## src/hw/rtl/acrms_pkg.sv

```systemverilog
// Package for the AC RMS meter with tracking offset removal.
// Holds field widths, fixed-point constants and the sequencer state type.
// No dependencies; every other file of the block imports it.
package acrms_pkg;

	// Field widths of the channel beats and the register
	localparam int SAMPLE_W = 12;
	localparam int RMS_W    = 16;
	localparam int OFF_W    = 16;
	localparam int USED_W   = 8;
	localparam int GAIN_W   = 32;

	// Defaults of the top-level parameters
	localparam int ADC_BITS_DEF    = 12;
	localparam int MAX_SAMPLES_DEF = 255;

	// Fixed-point formats
	localparam int FRAC_W     = 16;          // fraction bits of the zero point
	localparam int MAG_SHIFT  = 12;          // Q.16 -> Q.4
	localparam int SUM_W      = 48;          // square sum width
	localparam int ROOT_W     = SUM_W / 2;   // integer square root width
	localparam int GAIN_SHIFT = 20;          // Q.4 root times Q16 gain
	localparam int ALPHA_W    = 9;

	localparam logic [GAIN_W-1:0]  GAIN_RESET = 32'h0001_0000;
	localparam logic [ALPHA_W-1:0] ALPHA_Q16  = 9'd328;    // about 0.005
	localparam logic [FRAC_W-1:0]  ROUND_DN   = 16'hFFFF;  // ceil on the way down
	localparam logic [RMS_W-1:0]   RMS_MAX    = 16'hFFFF;
	localparam logic [OFF_W-1:0]   OFF_MAX    = 16'hFFFF;
	localparam logic [USED_W-1:0]  USED_MAX   = 8'hFF;

	// Sequencer states
	typedef enum logic [3:0] {
		ST_IDLE,   // wait for a beat
		ST_FILT,   // move the zero point toward the sample
		ST_MAG,    // centre the sample, load the squarer
		ST_SQR,    // shift-add square, one bit per cycle
		ST_ACC,    // add the square to the sum
		ST_PEND,   // period end: check for an empty period
		ST_DIV,    // restoring divide by the count, one bit per cycle
		ST_SQRT,   // square root, one root bit per cycle
		ST_GAIN,   // shift-add gain multiply, one bit per cycle
		ST_VOLT,   // scale and saturate the voltage
		ST_EMIT    // hand the result to the output register
	} state_t;

endpackage

```

## src/hw/rtl/acrms_in_if.sv

```systemverilog
// Input channel of the AC RMS meter: valid/ready plus one sample beat.
// Depends on acrms_pkg for the field widths.
interface acrms_in_if
	import acrms_pkg::*;
();
	logic                valid;
	logic                ready;
	logic [SAMPLE_W-1:0] sample;
	logic                sample_valid;
	logic                period_end;

	modport source (output valid, output sample, output sample_valid, output period_end,
		input ready);
	modport sink (input valid, input sample, input sample_valid, input period_end,
		output ready);
endinterface

```

## src/hw/rtl/acrms_out_if.sv

```systemverilog
// Output channel of the AC RMS meter: valid/ready plus one result beat.
// Depends on acrms_pkg for the field widths.
interface acrms_out_if
	import acrms_pkg::*;
();
	logic              valid;
	logic              ready;
	logic [RMS_W-1:0]  rms_centivolts;
	logic [OFF_W-1:0]  offset_q4;
	logic              fresh;
	logic [USED_W-1:0] samples_used;

	modport source (output valid, output rms_centivolts, output offset_q4, output fresh,
		output samples_used, input ready);
	modport sink (input valid, input rms_centivolts, input offset_q4, input fresh,
		input samples_used, output ready);
endinterface

```

## src/hw/rtl/ac_rms_meter_tracking_offset_top.sv

```systemverilog
// True-RMS meter with IIR DC removal. Each beat may carry an ADC sample and a
// period-end mark. A sample runs the filter, centring, a bit-serial square of
// ADC_BITS+4 steps and the accumulate (once MAX_SAMPLES are summed, it is not squared);
// a period end with samples adds a 48-step restoring divide, a 24-step square root,
// a 24-step gain multiply, scaling and hand-off; an empty one goes straight to hand-off.
// All of it runs on one sequencer and one shift-add unit, so a new beat is taken only
// when the previous one is done; the result sits in an output register, so a waiting
// result stalls the next period end only, not the samples in between.
// Depends on acrms_pkg, acrms_in_if and acrms_out_if.
module ac_rms_meter_tracking_offset_top
	import acrms_pkg::*;
#(
	parameter int ADC_BITS    = ADC_BITS_DEF,
	parameter int MAX_SAMPLES = MAX_SAMPLES_DEF
) (
	input  logic              clk,
	input  logic              arst_n,
	input  logic              cfg_we,
	input  logic [GAIN_W-1:0] cfg_wdata,
	acrms_in_if.sink          in_ch,
	acrms_out_if.source       out_ch
);

	localparam int ZW     = ADC_BITS + FRAC_W;          // zero point width
	localparam int MAG_W  = ZW - MAG_SHIFT;             // centred magnitude, Q.4
	localparam int CW     = $clog2(MAX_SAMPLES + 1);    // sample counter width
	localparam int EXT_W  = ADC_BITS + SAMPLE_W;
	localparam int PRD_W  = ZW + ALPHA_W + 1;           // filter product plus rounding
	localparam int MUL_W  = ROOT_W + GAIN_W;            // shift-add accumulator
	localparam int VOLT_W = MUL_W - GAIN_SHIFT;
	localparam int STEP_W = $clog2(SUM_W);
	localparam logic [STEP_W-1:0] SQR_LAST  = STEP_W'(MAG_W - 1);
	localparam logic [STEP_W-1:0] DIV_LAST  = STEP_W'(SUM_W - 1);
	localparam logic [STEP_W-1:0] ROOT_LAST = STEP_W'(ROOT_W - 1);
	localparam logic [CW-1:0]     CNT_MAX   = CW'(MAX_SAMPLES);
	localparam logic [ZW-1:0]     ZP_RESET  = ZW'(1) << (ZW - 1);

	state_t state_q, state_d;

	logic [GAIN_W-1:0]   gain_q;
	logic [ADC_BITS-1:0] raw_q;
	logic                pend_q;
	logic [ZW-1:0]       zp_q;
	logic [SUM_W-1:0]    sum_q;      // square sum, then dividend/quotient, then radicand
	logic [CW-1:0]       cnt_q;
	logic [RMS_W-1:0]    held_q;
	logic [CW-1:0]       rem_q;      // divider remainder
	logic [ROOT_W:0]     srem_q;     // square root remainder
	logic [MUL_W-1:0]    mcand_q;
	logic [ROOT_W-1:0]   mplier_q;   // multiplier bits, also the root as it forms
	logic [MUL_W-1:0]    acc_q;
	logic [STEP_W-1:0]   step_q;

	logic              out_valid_q;
	logic [RMS_W-1:0]  out_rms_q;
	logic [OFF_W-1:0]  out_off_q;
	logic              out_fresh_q;
	logic [USED_W-1:0] out_used_q;

	logic in_ready;
	logic emit_go;
	logic in_take;

	// Mask the sample to the converter width
	logic [EXT_W-1:0]    samp_ext;
	logic [ADC_BITS-1:0] raw_in;
	assign samp_ext = EXT_W'(in_ch.sample);
	assign raw_in   = samp_ext[ADC_BITS-1:0];

	// Low-pass step: zp += floor((target - zp) * alpha / 2^16)
	logic [ZW-1:0]    target;
	logic             tgt_ge;
	logic [ZW-1:0]    zp_gap;
	logic [PRD_W-1:0] prod;
	logic [PRD_W-1:0] prod_rnd;
	logic [ZW-1:0]    zp_step;
	logic [ZW-1:0]    zp_next;
	always_comb begin
		target   = {raw_q, FRAC_W'(0)};
		tgt_ge   = target >= zp_q;
		zp_gap   = tgt_ge ? target - zp_q : zp_q - target;
		prod     = PRD_W'(zp_gap) * PRD_W'(ALPHA_Q16);
		prod_rnd = prod + (tgt_ge ? PRD_W'(0) : PRD_W'(ROUND_DN));
		zp_step  = ZW'(prod_rnd >> FRAC_W);
		zp_next  = tgt_ge ? zp_q + zp_step : zp_q - zp_step;
	end

	// Centred magnitude against the updated zero point
	logic [ZW-1:0]    cdist;
	logic [MAG_W-1:0] mag;
	assign cdist = (target >= zp_q) ? target - zp_q : zp_q - target;
	assign mag   = cdist[ZW-1:MAG_SHIFT];

	// Saturating accumulate of the square
	logic [SUM_W:0] sum_add;
	assign sum_add = {1'b0, sum_q} + (SUM_W+1)'(acc_q[2*MAG_W-1:0]);

	// Restoring divide step
	logic [CW:0] rem_sh;
	logic        div_ge;
	logic [CW:0] rem_sub;
	assign rem_sh  = {rem_q, sum_q[SUM_W-1]};
	assign div_ge  = rem_sh >= {1'b0, cnt_q};
	assign rem_sub = rem_sh - {1'b0, cnt_q};

	// Square root step: two radicand bits in, one root bit out
	logic [ROOT_W+2:0] srem_sh;
	logic [ROOT_W+2:0] trial;
	logic              sqrt_ge;
	logic [ROOT_W+2:0] srem_sub;
	assign srem_sh  = {srem_q, sum_q[SUM_W-1:SUM_W-2]};
	assign trial    = {1'b0, mplier_q, 2'b01};
	assign sqrt_ge  = srem_sh >= trial;
	assign srem_sub = srem_sh - trial;

	// Scale and saturate the voltage; saturate offset and count
	logic [VOLT_W-1:0] volts;
	logic [RMS_W-1:0]  volts_sat;
	logic [MAG_W-1:0]  off_full;
	logic [OFF_W-1:0]  off_sat;
	logic [USED_W-1:0] used_sat;
	always_comb begin
		volts     = acc_q[MUL_W-1:GAIN_SHIFT];
		volts_sat = (volts > VOLT_W'(RMS_MAX)) ? RMS_MAX : volts[RMS_W-1:0];
		off_full  = zp_q[ZW-1:MAG_SHIFT];
		off_sat   = (off_full > MAG_W'(OFF_MAX)) ? OFF_MAX : OFF_W'(off_full);
		used_sat  = (cnt_q > CW'(USED_MAX)) ? USED_MAX : USED_W'(cnt_q);
	end

	// Next state
	always_comb begin
		state_d = state_q;
		unique case (state_q)
			ST_IDLE: begin
				if (in_take) begin
					if (in_ch.sample_valid) state_d = ST_FILT;
					else if (in_ch.period_end) state_d = ST_PEND;
				end
			end
			ST_FILT: state_d = ST_MAG;
			ST_MAG: begin
				if (cnt_q < CNT_MAX) state_d = ST_SQR;
				else if (pend_q) state_d = ST_PEND;
				else state_d = ST_IDLE;
			end
			ST_SQR:  if (step_q == SQR_LAST) state_d = ST_ACC;
			ST_ACC:  state_d = pend_q ? ST_PEND : ST_IDLE;
			ST_PEND: state_d = (cnt_q == '0) ? ST_EMIT : ST_DIV;
			ST_DIV:  if (step_q == DIV_LAST) state_d = ST_SQRT;
			ST_SQRT: if (step_q == ROOT_LAST) state_d = ST_GAIN;
			ST_GAIN: if (step_q == ROOT_LAST) state_d = ST_VOLT;
			ST_VOLT: state_d = ST_EMIT;
			ST_EMIT: if (emit_go) state_d = ST_IDLE;
			default: state_d = ST_IDLE;
		endcase
	end

	// Handshake outputs of the sequencer
	always_comb begin
		in_ready = 1'b0;
		emit_go  = 1'b0;
		unique case (state_q)
			ST_IDLE: in_ready = 1'b1;
			ST_EMIT: emit_go  = !out_valid_q || out_ch.ready;
			default: begin
				in_ready = 1'b0;
				emit_go  = 1'b0;
			end
		endcase
	end

	assign in_take     = in_ch.valid && in_ready;
	assign in_ch.ready = in_ready;

	// Control state and the register
	always_ff @(posedge clk or negedge arst_n) begin
		if (!arst_n) begin
			state_q     <= ST_IDLE;
			gain_q      <= GAIN_RESET;
			zp_q        <= ZP_RESET;
			sum_q       <= '0;
			cnt_q       <= '0;
			held_q      <= '0;
			step_q      <= '0;
			out_valid_q <= 1'b0;
		end else begin
			state_q <= state_d;
			if (cfg_we) gain_q <= cfg_wdata;
			// Raise valid on a hand-off, drop it once the beat is taken
			if (emit_go) out_valid_q <= 1'b1;
			else if (out_ch.ready) out_valid_q <= 1'b0;
			unique case (state_q)
				ST_FILT: zp_q <= zp_next;
				ST_MAG:  step_q <= '0;
				ST_SQR:  step_q <= step_q + 1'b1;
				ST_ACC: begin
					sum_q <= sum_add[SUM_W] ? {SUM_W{1'b1}} : sum_add[SUM_W-1:0];
					cnt_q <= cnt_q + 1'b1;
				end
				ST_PEND: step_q <= '0;
				ST_DIV: begin
					// quotient bits shift in behind the dividend
					sum_q  <= {sum_q[SUM_W-2:0], div_ge};
					step_q <= (step_q == DIV_LAST) ? '0 : step_q + 1'b1;
				end
				ST_SQRT: begin
					sum_q  <= {sum_q[SUM_W-3:0], 2'b00};
					step_q <= (step_q == ROOT_LAST) ? '0 : step_q + 1'b1;
				end
				ST_GAIN: step_q <= step_q + 1'b1;
				ST_VOLT: held_q <= volts_sat;
				ST_EMIT: begin
					if (emit_go) begin
						sum_q <= '0;
						cnt_q <= '0;
					end
				end
				default: begin
					step_q <= step_q;
				end
			endcase
		end
	end

	// Datapath shift registers
	always_ff @(posedge clk) begin
		case (state_q)
			ST_IDLE: begin
				if (in_take) begin
					raw_q  <= raw_in;
					pend_q <= in_ch.period_end;
				end
			end
			ST_MAG: begin
				mcand_q  <= MUL_W'(mag);
				mplier_q <= ROOT_W'(mag);
				acc_q    <= '0;
			end
			ST_SQR, ST_GAIN: begin
				if (mplier_q[0]) acc_q <= acc_q + mcand_q;
				mcand_q  <= {mcand_q[MUL_W-2:0], 1'b0};
				mplier_q <= {1'b0, mplier_q[ROOT_W-1:1]};
			end
			ST_PEND: rem_q <= '0;
			ST_DIV: begin
				rem_q    <= div_ge ? rem_sub[CW-1:0] : rem_sh[CW-1:0];
				srem_q   <= '0;
				mplier_q <= '0;
			end
			ST_SQRT: begin
				srem_q   <= sqrt_ge ? srem_sub[ROOT_W:0] : srem_sh[ROOT_W:0];
				mplier_q <= {mplier_q[ROOT_W-2:0], sqrt_ge};
				mcand_q  <= MUL_W'(gain_q);
				acc_q    <= '0;
			end
			ST_EMIT: begin
				if (emit_go) begin
					out_rms_q   <= held_q;
					out_off_q   <= off_sat;
					out_fresh_q <= cnt_q != '0;
					out_used_q  <= used_sat;
				end
			end
			default: begin
				rem_q <= rem_q;
			end
		endcase
	end

	assign out_ch.valid          = out_valid_q;
	assign out_ch.rms_centivolts = out_rms_q;
	assign out_ch.offset_q4      = out_off_q;
	assign out_ch.fresh          = out_fresh_q;
	assign out_ch.samples_used   = out_used_q;

	// Counter never passes its limit
	a_cnt_limit: assert property (@(posedge clk) disable iff (!arst_n)
		cnt_q <= CNT_MAX)
		else $error("sample counter above limit");

	// Divider remainder stays below the divisor
	a_div_rem: assert property (@(posedge clk) disable iff (!arst_n)
		state_q == ST_DIV |-> rem_q < cnt_q)
		else $error("divider remainder not below count");

	// A hand-off clears the period and shows a result
	a_emit_clear: assert property (@(posedge clk) disable iff (!arst_n)
		emit_go |=> (out_valid_q && cnt_q == '0 && sum_q == '0))
		else $error("period not cleared after hand-off");

	// Fresh exactly when the period held samples
	a_fresh_used: assert property (@(posedge clk) disable iff (!arst_n)
		out_valid_q |-> (out_fresh_q == (out_used_q != '0)))
		else $error("fresh flag disagrees with sample count");

	// No beat is taken while the sequencer works
	a_busy: assert property (@(posedge clk) disable iff (!arst_n)
		(state_q != ST_IDLE) |-> !in_ch.ready)
		else $error("input ready while busy");

endmodule
```

## src/flat_wrapper.sv

```systemverilog
// flat-port wrapper written by rule: the top's interface ports become plain ports
module ac_rms_meter_tracking_offset_top_flat import acrms_pkg::*;
#(
	parameter int ADC_BITS    = ADC_BITS_DEF,
	parameter int MAX_SAMPLES = MAX_SAMPLES_DEF
)
  (clk, arst_n, cfg_we, cfg_wdata, in_ch_valid, in_ch_sample, in_ch_sample_valid, in_ch_period_end, in_ch_ready, out_ch_valid, out_ch_rms_centivolts, out_ch_offset_q4, out_ch_fresh, out_ch_samples_used, out_ch_ready);
  acrms_in_if in_ch_i ();
  acrms_out_if out_ch_i ();
  input  logic clk;
  input  logic arst_n;
  input  logic cfg_we;
  input  logic [GAIN_W-1:0] cfg_wdata;
  input wire logic [$bits(in_ch_i.valid)-1:0] in_ch_valid;
  input wire logic [$bits(in_ch_i.sample)-1:0] in_ch_sample;
  input wire logic [$bits(in_ch_i.sample_valid)-1:0] in_ch_sample_valid;
  input wire logic [$bits(in_ch_i.period_end)-1:0] in_ch_period_end;
  output wire logic [$bits(in_ch_i.ready)-1:0] in_ch_ready;
  output wire logic [$bits(out_ch_i.valid)-1:0] out_ch_valid;
  output wire logic [$bits(out_ch_i.rms_centivolts)-1:0] out_ch_rms_centivolts;
  output wire logic [$bits(out_ch_i.offset_q4)-1:0] out_ch_offset_q4;
  output wire logic [$bits(out_ch_i.fresh)-1:0] out_ch_fresh;
  output wire logic [$bits(out_ch_i.samples_used)-1:0] out_ch_samples_used;
  input wire logic [$bits(out_ch_i.ready)-1:0] out_ch_ready;
  assign in_ch_i.valid = in_ch_valid;
  assign in_ch_i.sample = in_ch_sample;
  assign in_ch_i.sample_valid = in_ch_sample_valid;
  assign in_ch_i.period_end = in_ch_period_end;
  assign in_ch_ready = in_ch_i.ready;
  assign out_ch_valid = out_ch_i.valid;
  assign out_ch_rms_centivolts = out_ch_i.rms_centivolts;
  assign out_ch_offset_q4 = out_ch_i.offset_q4;
  assign out_ch_fresh = out_ch_i.fresh;
  assign out_ch_samples_used = out_ch_i.samples_used;
  assign out_ch_i.ready = out_ch_ready;
  ac_rms_meter_tracking_offset_top #(.ADC_BITS(ADC_BITS), .MAX_SAMPLES(MAX_SAMPLES)) u_core (.clk(clk), .arst_n(arst_n), .cfg_we(cfg_we), .cfg_wdata(cfg_wdata), .in_ch(in_ch_i), .out_ch(out_ch_i));
endmodule
```

## config.mk

```make
export PLATFORM = sky130hd
export DESIGN_NAME = ac_rms_meter_tracking_offset_top_flat
export DESIGN_NICKNAME = d
export VERILOG_FILES = /design/src/hw/rtl/acrms_pkg.sv /design/src/hw/rtl/acrms_in_if.sv /design/src/hw/rtl/acrms_out_if.sv /design/src/hw/rtl/ac_rms_meter_tracking_offset_top.sv /design/src/flat_wrapper.sv
export SDC_FILE = /design/constraint.sdc
export NUM_CORES = 1
export LEC_CHECK = 0
export ABC_AREA = 1
export BUFFER_PORTS_ARGS = -buffer_cell sky130_fd_sc_hd__buf_2
export CAP_MARGIN = 20
export CORE_UTILIZATION = 58
export DETAILED_ROUTE_END_ITERATION = 10
export GPL_TIMING_DRIVEN = 1
export PLACE_DENSITY = 0.78
export SLEW_MARGIN = 25
export SYNTH_ARGS = -nofsm -noshare
export SYNTH_HDL_FRONTEND = slang
export SYNTH_SLANG_ARGS = --single-unit
```

## constraint.sdc

```tcl
create_clock -name clk -period 8.28 [get_ports clk]
set_input_delay 0.414 -clock clk [delete_from_list [all_inputs] [get_ports clk]]
set_output_delay 0.414 -clock clk [all_outputs]
set_load 0.01 [all_outputs]
```

Word-level counts from Yosys, hierarchy flattened
Cells that the tools add are included.

word-level totals
  register bits = 366
  input bits = 51
  output and inout bits = 43
  logic and storage cells = 119

operators by class
  $add $sub $neg = 11
  $mul = 1
  magnitude comparators = 7
  equality and inequality tests = 21
  mux-type cells = 36
  reductions and logical operators = 24

operator list
  cell                                                   count
  one-hot mux 48 bit (4 select lines)                    1
  one-hot mux 56 bit (3 select lines)                    1
  one-hot mux 56 bit (2 select lines)                    1
  2-to-1 mux 48 bit                                      2
  one-hot mux 24 bit (4 select lines)                    1
  adder 56 bit                                           1
  2-to-1 mux 28 bit                                      2
  2-to-1 mux 56 bit                                      1
  subtractor 28 bit                                      2
  one-hot mux 25 bit (2 select lines)                    1
  adder 48 x 32 -> 49 bit                                1
  one-hot mux 4 bit (11 select lines)                    1
  2-to-1 mux 4 bit                                       10
  adder 37 x 38 -> 38 bit                                1
  > comparator 36 x 16 -> 1 bit (second input constant)  1
  multiplier 28 x 6 -> 34 bit (second input constant)    1
  2-to-1 mux 16 bit                                      2
  one-hot mux 8 bit (2 select lines)                     2
  adder 28 x 22 -> 28 bit                                1
  greater-or-equal comparator 28 bit                     1
  subtractor 28 x 22 -> 28 bit                           1
  greater-or-equal comparator 27 x 26 -> 1 bit           1
  2-to-1 mux 25 bit                                      1
  subtractor 25 bit                                      1
  other kinds (33)                                       62

Logic depth before layout (Yosys ltp)
  depth after elaboration = 6
  mapped depth = 63

Worst setup path after synthesis
OpenSTA, ideal clock, no wires.

  path kind = register to register
  start point = register u_core.zp_q[27]
  end point = register u_core.zp_q[22]
  data arrival time = 8.377 ns
  setup slack = -0.228 ns
  cell stages (with the launch flop) = 61
  clock period less this slack = 8.508 ns
  cell sequence = dfstp_2 > inv_1 > ha_1 > nand2_1 > nor2_1 > nand2_1 > inv_1 > nand2_1 > inv_1 > nor2_1 > nand2_1 > clkbuf_1 > clkbuf_1 > nand2_1 > xor2_1 > inv_1 > ha_1 > ha_1 > [25 not listed] > nand2_1 > nand2_1 > nand2_1 > nand2_1 > nand2_1 > nand2_1 > nand2_1 > nand2_1 > nand3_1 > nand2_1 > nand3_1 > nand2_1 > a21oi_1 > o21ai_0 > a21o_1 > or2_2 > nand3_1 > o21ai_0

on the way
  word-level cells in the longest chain between the ends = 6
  elaborated cells on any way between the ends = 10
  those cells by class = add/sub: 5; mul: 1; order compare: 1; mux: 3

RTL lines
  item                                                                     line                                                                            RTL
  start, declared                                                          ac_rms_meter_tracking_offset_top.sv:43                                          logic [ZW-1:0] zp_q;
  start signal, assigned                                                   ac_rms_meter_tracking_offset_top.sv:193                                         ST_FILT: zp_q <= zp_next;
  subtractor 28 bit or greater-or-equal comparator 28 bit (tied branches)  ac_rms_meter_tracking_offset_top.sv:81, ac_rms_meter_tracking_offset_top.sv:80
  2-to-1 mux 28 bit                                                        ac_rms_meter_tracking_offset_top.sv:81                                          zp_gap = tgt_ge ? target - zp_q : zp_q - target;
  multiplier 28 x 6 -> 34 bit                                              ac_rms_meter_tracking_offset_top.sv:82                                          prod = PRD_W'(zp_gap) * PRD_W'(ALPHA_Q16);
  adder 37 x 38 -> 38 bit                                                  ac_rms_meter_tracking_offset_top.sv:83                                          prod_rnd = prod + (tgt_ge ? PRD_W'(0) : PRD_W'(ROUND_DN));
  subtractor 28 x 22 -> 28 bit or adder 28 x 22 -> 28 bit (tied branches)  ac_rms_meter_tracking_offset_top.sv:85                                          zp_next = tgt_ge ? zp_q + zp_step : zp_q - zp_step;
  2-to-1 mux 28 bit *                                                      ac_rms_meter_tracking_offset_top.sv:85

Mark *: on every way between the ends. The rest lies on a longest branch, timed or not.
A chain may end at the register's enable or synchronous reset.

Worst setup path after layout
  start point = register u_core.zp_q[27]
  end point = register u_core.zp_q[27]

The elaborated chain is that of the path after synthesis.

==> out/results.txt <==
first-pass GRT wire length - 139,000 um
Syn-to-layout area delta - 22.7%
die extent in x - 230 um
GP Congestion - 0.980
Post-DRT Antenna Nets - 0
Hold WS - 0.0205 ns
io pins - 94
TritonRoute pass-1 iters - 8
Post-synth ARST share - 0.391
setup ws final - 0.0280 ns
Max Transition Viols Final - 0
Clock Path Buffers - 3
Post-synth top flop - edfxtp_1
HP Class - primary input to register
Post-Place Worst Slack - -0.192 ns
grt total ovfl - 0
total core area - 51,400 um^2
post-synth cell types - 64
H-tree depth - 2
largest net degree at the start of global routing - 90
initial antenna violation count - 1
Final HPWL DP - 65,900 um
Mapped Cells - 3,956
reg2reg path depth - 58
layout cell share with drive strength beyond 1 - 0.211
cts bufs inserted - 43
post-synth top area cell - edfxtp_1
drt drc - 0
Synth area leaders - edfxtp_1, ha_1, dfrtp_1
Vias - 29,600
Worst EP arrival - 8.77 ns
CP endpoint kind - register
final worst path period need - 8.25 ns
final instance area - 37,100 um^2
Slew headroom - 0.328
fin nets - 4,736
CTS tree - yes
Root Driver - clkbuf_16
DIE AREA - 53,100 um^2
final worst path period share - 0.997
Num Clock Sinks - 366
max-cap viol count - 0
Worst Path Class, Setup - register to register
Worst EP required - 8.80 ns
Reg clk slew, reported paths - 0.06 ns
die height - 230 um
Post-Syn Area - 30,300 um^2
Via density - 5.81
routed wire length - 91,400 um
Initial DRC Count - 2,556
per-cell routed wire length - 17.9 um
GRT Overall Usage - 0.323
outcome - complete, no violations
Ys Warns - 0
clk_skew - 0.0185 ns
startpoint types - register
Initial Util - 0.588
top-area cell type share of the netlist area - 0.221
EDFF count, synth - 223
#FFs+latches synth - 366
sequential share of the synthesized area - 0.340
Max Fclk - 121 MHz
hold depth - 1
actual slew at the worst max-slew pin - 1.01 ns
RSZ-0062 raised after global routing - true
CP max FO - 5
CP peak stage delay - 0.54 ns
crit-path most repeated cell - nand2_2
antenna diode count - 0
syn_nets - 4,311
Critical-path top delay cell - dfstp_2
Fin. Hold Viols - 0
PortBufs - 93
vias in the first global route - 27,700
worst skew pair latency - 0.59 ns
Area after DPL - 33,600 um^2
Std-Cell Rows - 83
Syn Area/Cell - 7.65 um^2
final setup vio count - 0
## worst paths after layout
check | start | endpoint | slack, ns
min in group asynchronous | arst_n | u_core.held_q[8]$_DFFE_PN0P_ | 0.48
hold reg to reg | u_core.held_q[3]$_DFFE_PN0P_ | u_core.out_ch.rms_centivolts[3]$_DFFE_PP_ | 0.44
setup / recovery | u_core.zp_q[27]$_DFFE_PN1N_ | u_core.zp_q[27]$_DFFE_PN1N_ | 0.03
hold / removal | in_ch_sample[6] | u_core.raw_q[6]$_DFFE_PP_ | 0.02
max in group asynchronous | arst_n | u_core.zp_q[0]$_DFFE_PN0N_ | 6.37
setup reg to reg | u_core.zp_q[27]$_DFFE_PN1N_ | u_core.zp_q[27]$_DFFE_PN1N_ | 0.03
## cells in the final DEF, fill, tap and decap left out, drive strengths merged, types with 19 or more instances in the layout
cell type,instances
ha,289
edfxtp,223
nor2,374
a31oi,27
inv,588
a221oi,20
or2,46
o211ai,23
nand2,860
xnor2,55
a22oi,26
nor3,41
o22ai,53
dfrtp,141
nand4,47
buf,455
o221ai,45
xor2,112
nand3,135
o21ai,289
a21oi,319
clkbuf,63
a21o,19
## registers in the layout (all words and copies together), names as in the netlist, 12 cells and up
| register | flops |
|---|---|
| u_core.acc_q | 56 |
| u_core.mcand_q | 56 |
| u_core.sum_q | 48 |
| u_core.gain_q | 32 |
| u_core.zp_q | 28 |
| u_core.srem_q | 25 |
| u_core.mplier_q | 24 |
| u_core.held_q | 16 |
| u_core.out_ch.offset_q4 | 16 |
| u_core.out_ch.rms_centivolts | 16 |
| u_core.raw_q | 12 |
## cell type report
cell class	instances	area (um^2)
multi-input combinational	2908	18900
timing repair buffer	468	3390
sequential	366	10300
tap	680	851
clock buffer	62	1190
inverter	594	2240
clock inverter	17	258
fill	3970	14300
## per-layer routing
metal	vias up	GRT usage	share of wire
li1	14200	-	-
met1	13900	0.427	0.42
met2	1253	0.542	0.47
met3	291	0.0353	0.067
met4	0	0.125	0.042
met5	-	0	0
## per-stage QoR
step | std cells | utilization | setup TNS, ns
final | 5095 | 0.722 | 0
after CTS | 5050 | 0.689 | 0
after detailed placement | 4956 | 0.654 | -0.840
after global placement | 4956 | 0.654 | 0
after global routing | 5095 | 0.722 | -3.59
after floorplan | 3956 | - | 0
## kinds of logic (layout without fill, tap and decap cells)
| group | Yosys count | in the layout | share of synthesized area |
|---|---|---|---|
| and+or+nand+nor | 1535 | 1535 | 0.220 |
| AOI/OAI and AO/OA | 889 | 889 | 0.171 |
| buffers and inverters | 682 | 1141 | 0.0860 |
| DFF | 366 | 366 | 0.340 |
| adders and majority gates | 304 | 304 | 0.129 |
| xor gates and xnor gates | 167 | 167 | 0.0490 |
| muxes | 13 | 13 | 0.00484 |
## critical path, delay by kind of cell, from the launching register on
kind            cells  cell delay (ns)
buf+inv             8             0.77
simple gates       31             2.77
compound gates      7             1.16
fa+ha+maj           8             2.14
flops               1             0.54
xor+xnor            4             0.75
## cells in the mapped netlist, drive strengths merged, types with 55 or more instances
library cell  number
nand3            135
xor2             112
inv              587
nand2            860
a21oi            319
edfxtp           223
clkbuf            67
o21ai            289
nor2             374
xnor2             55
ha               289
dfrtp            141
## what timing repair did
| item | 4_1_cts | 5_1_grt |
|---|---|---|
| resized for setup | 36 | 276 |
| setup buffers | 3 | 46 |
| hold buffers | 12 | 0 |
| endpoints found under the hold margin | 98 | 0 |
| pin swaps | 10 | 122 |
| cloned | 0 | 1 |
| setup endpoints to repair | 9 | 19 |
Power is left out: the tool's default activity adds up to more than one toggle a clock period on the data nets, which glitch-free logic cannot reach.
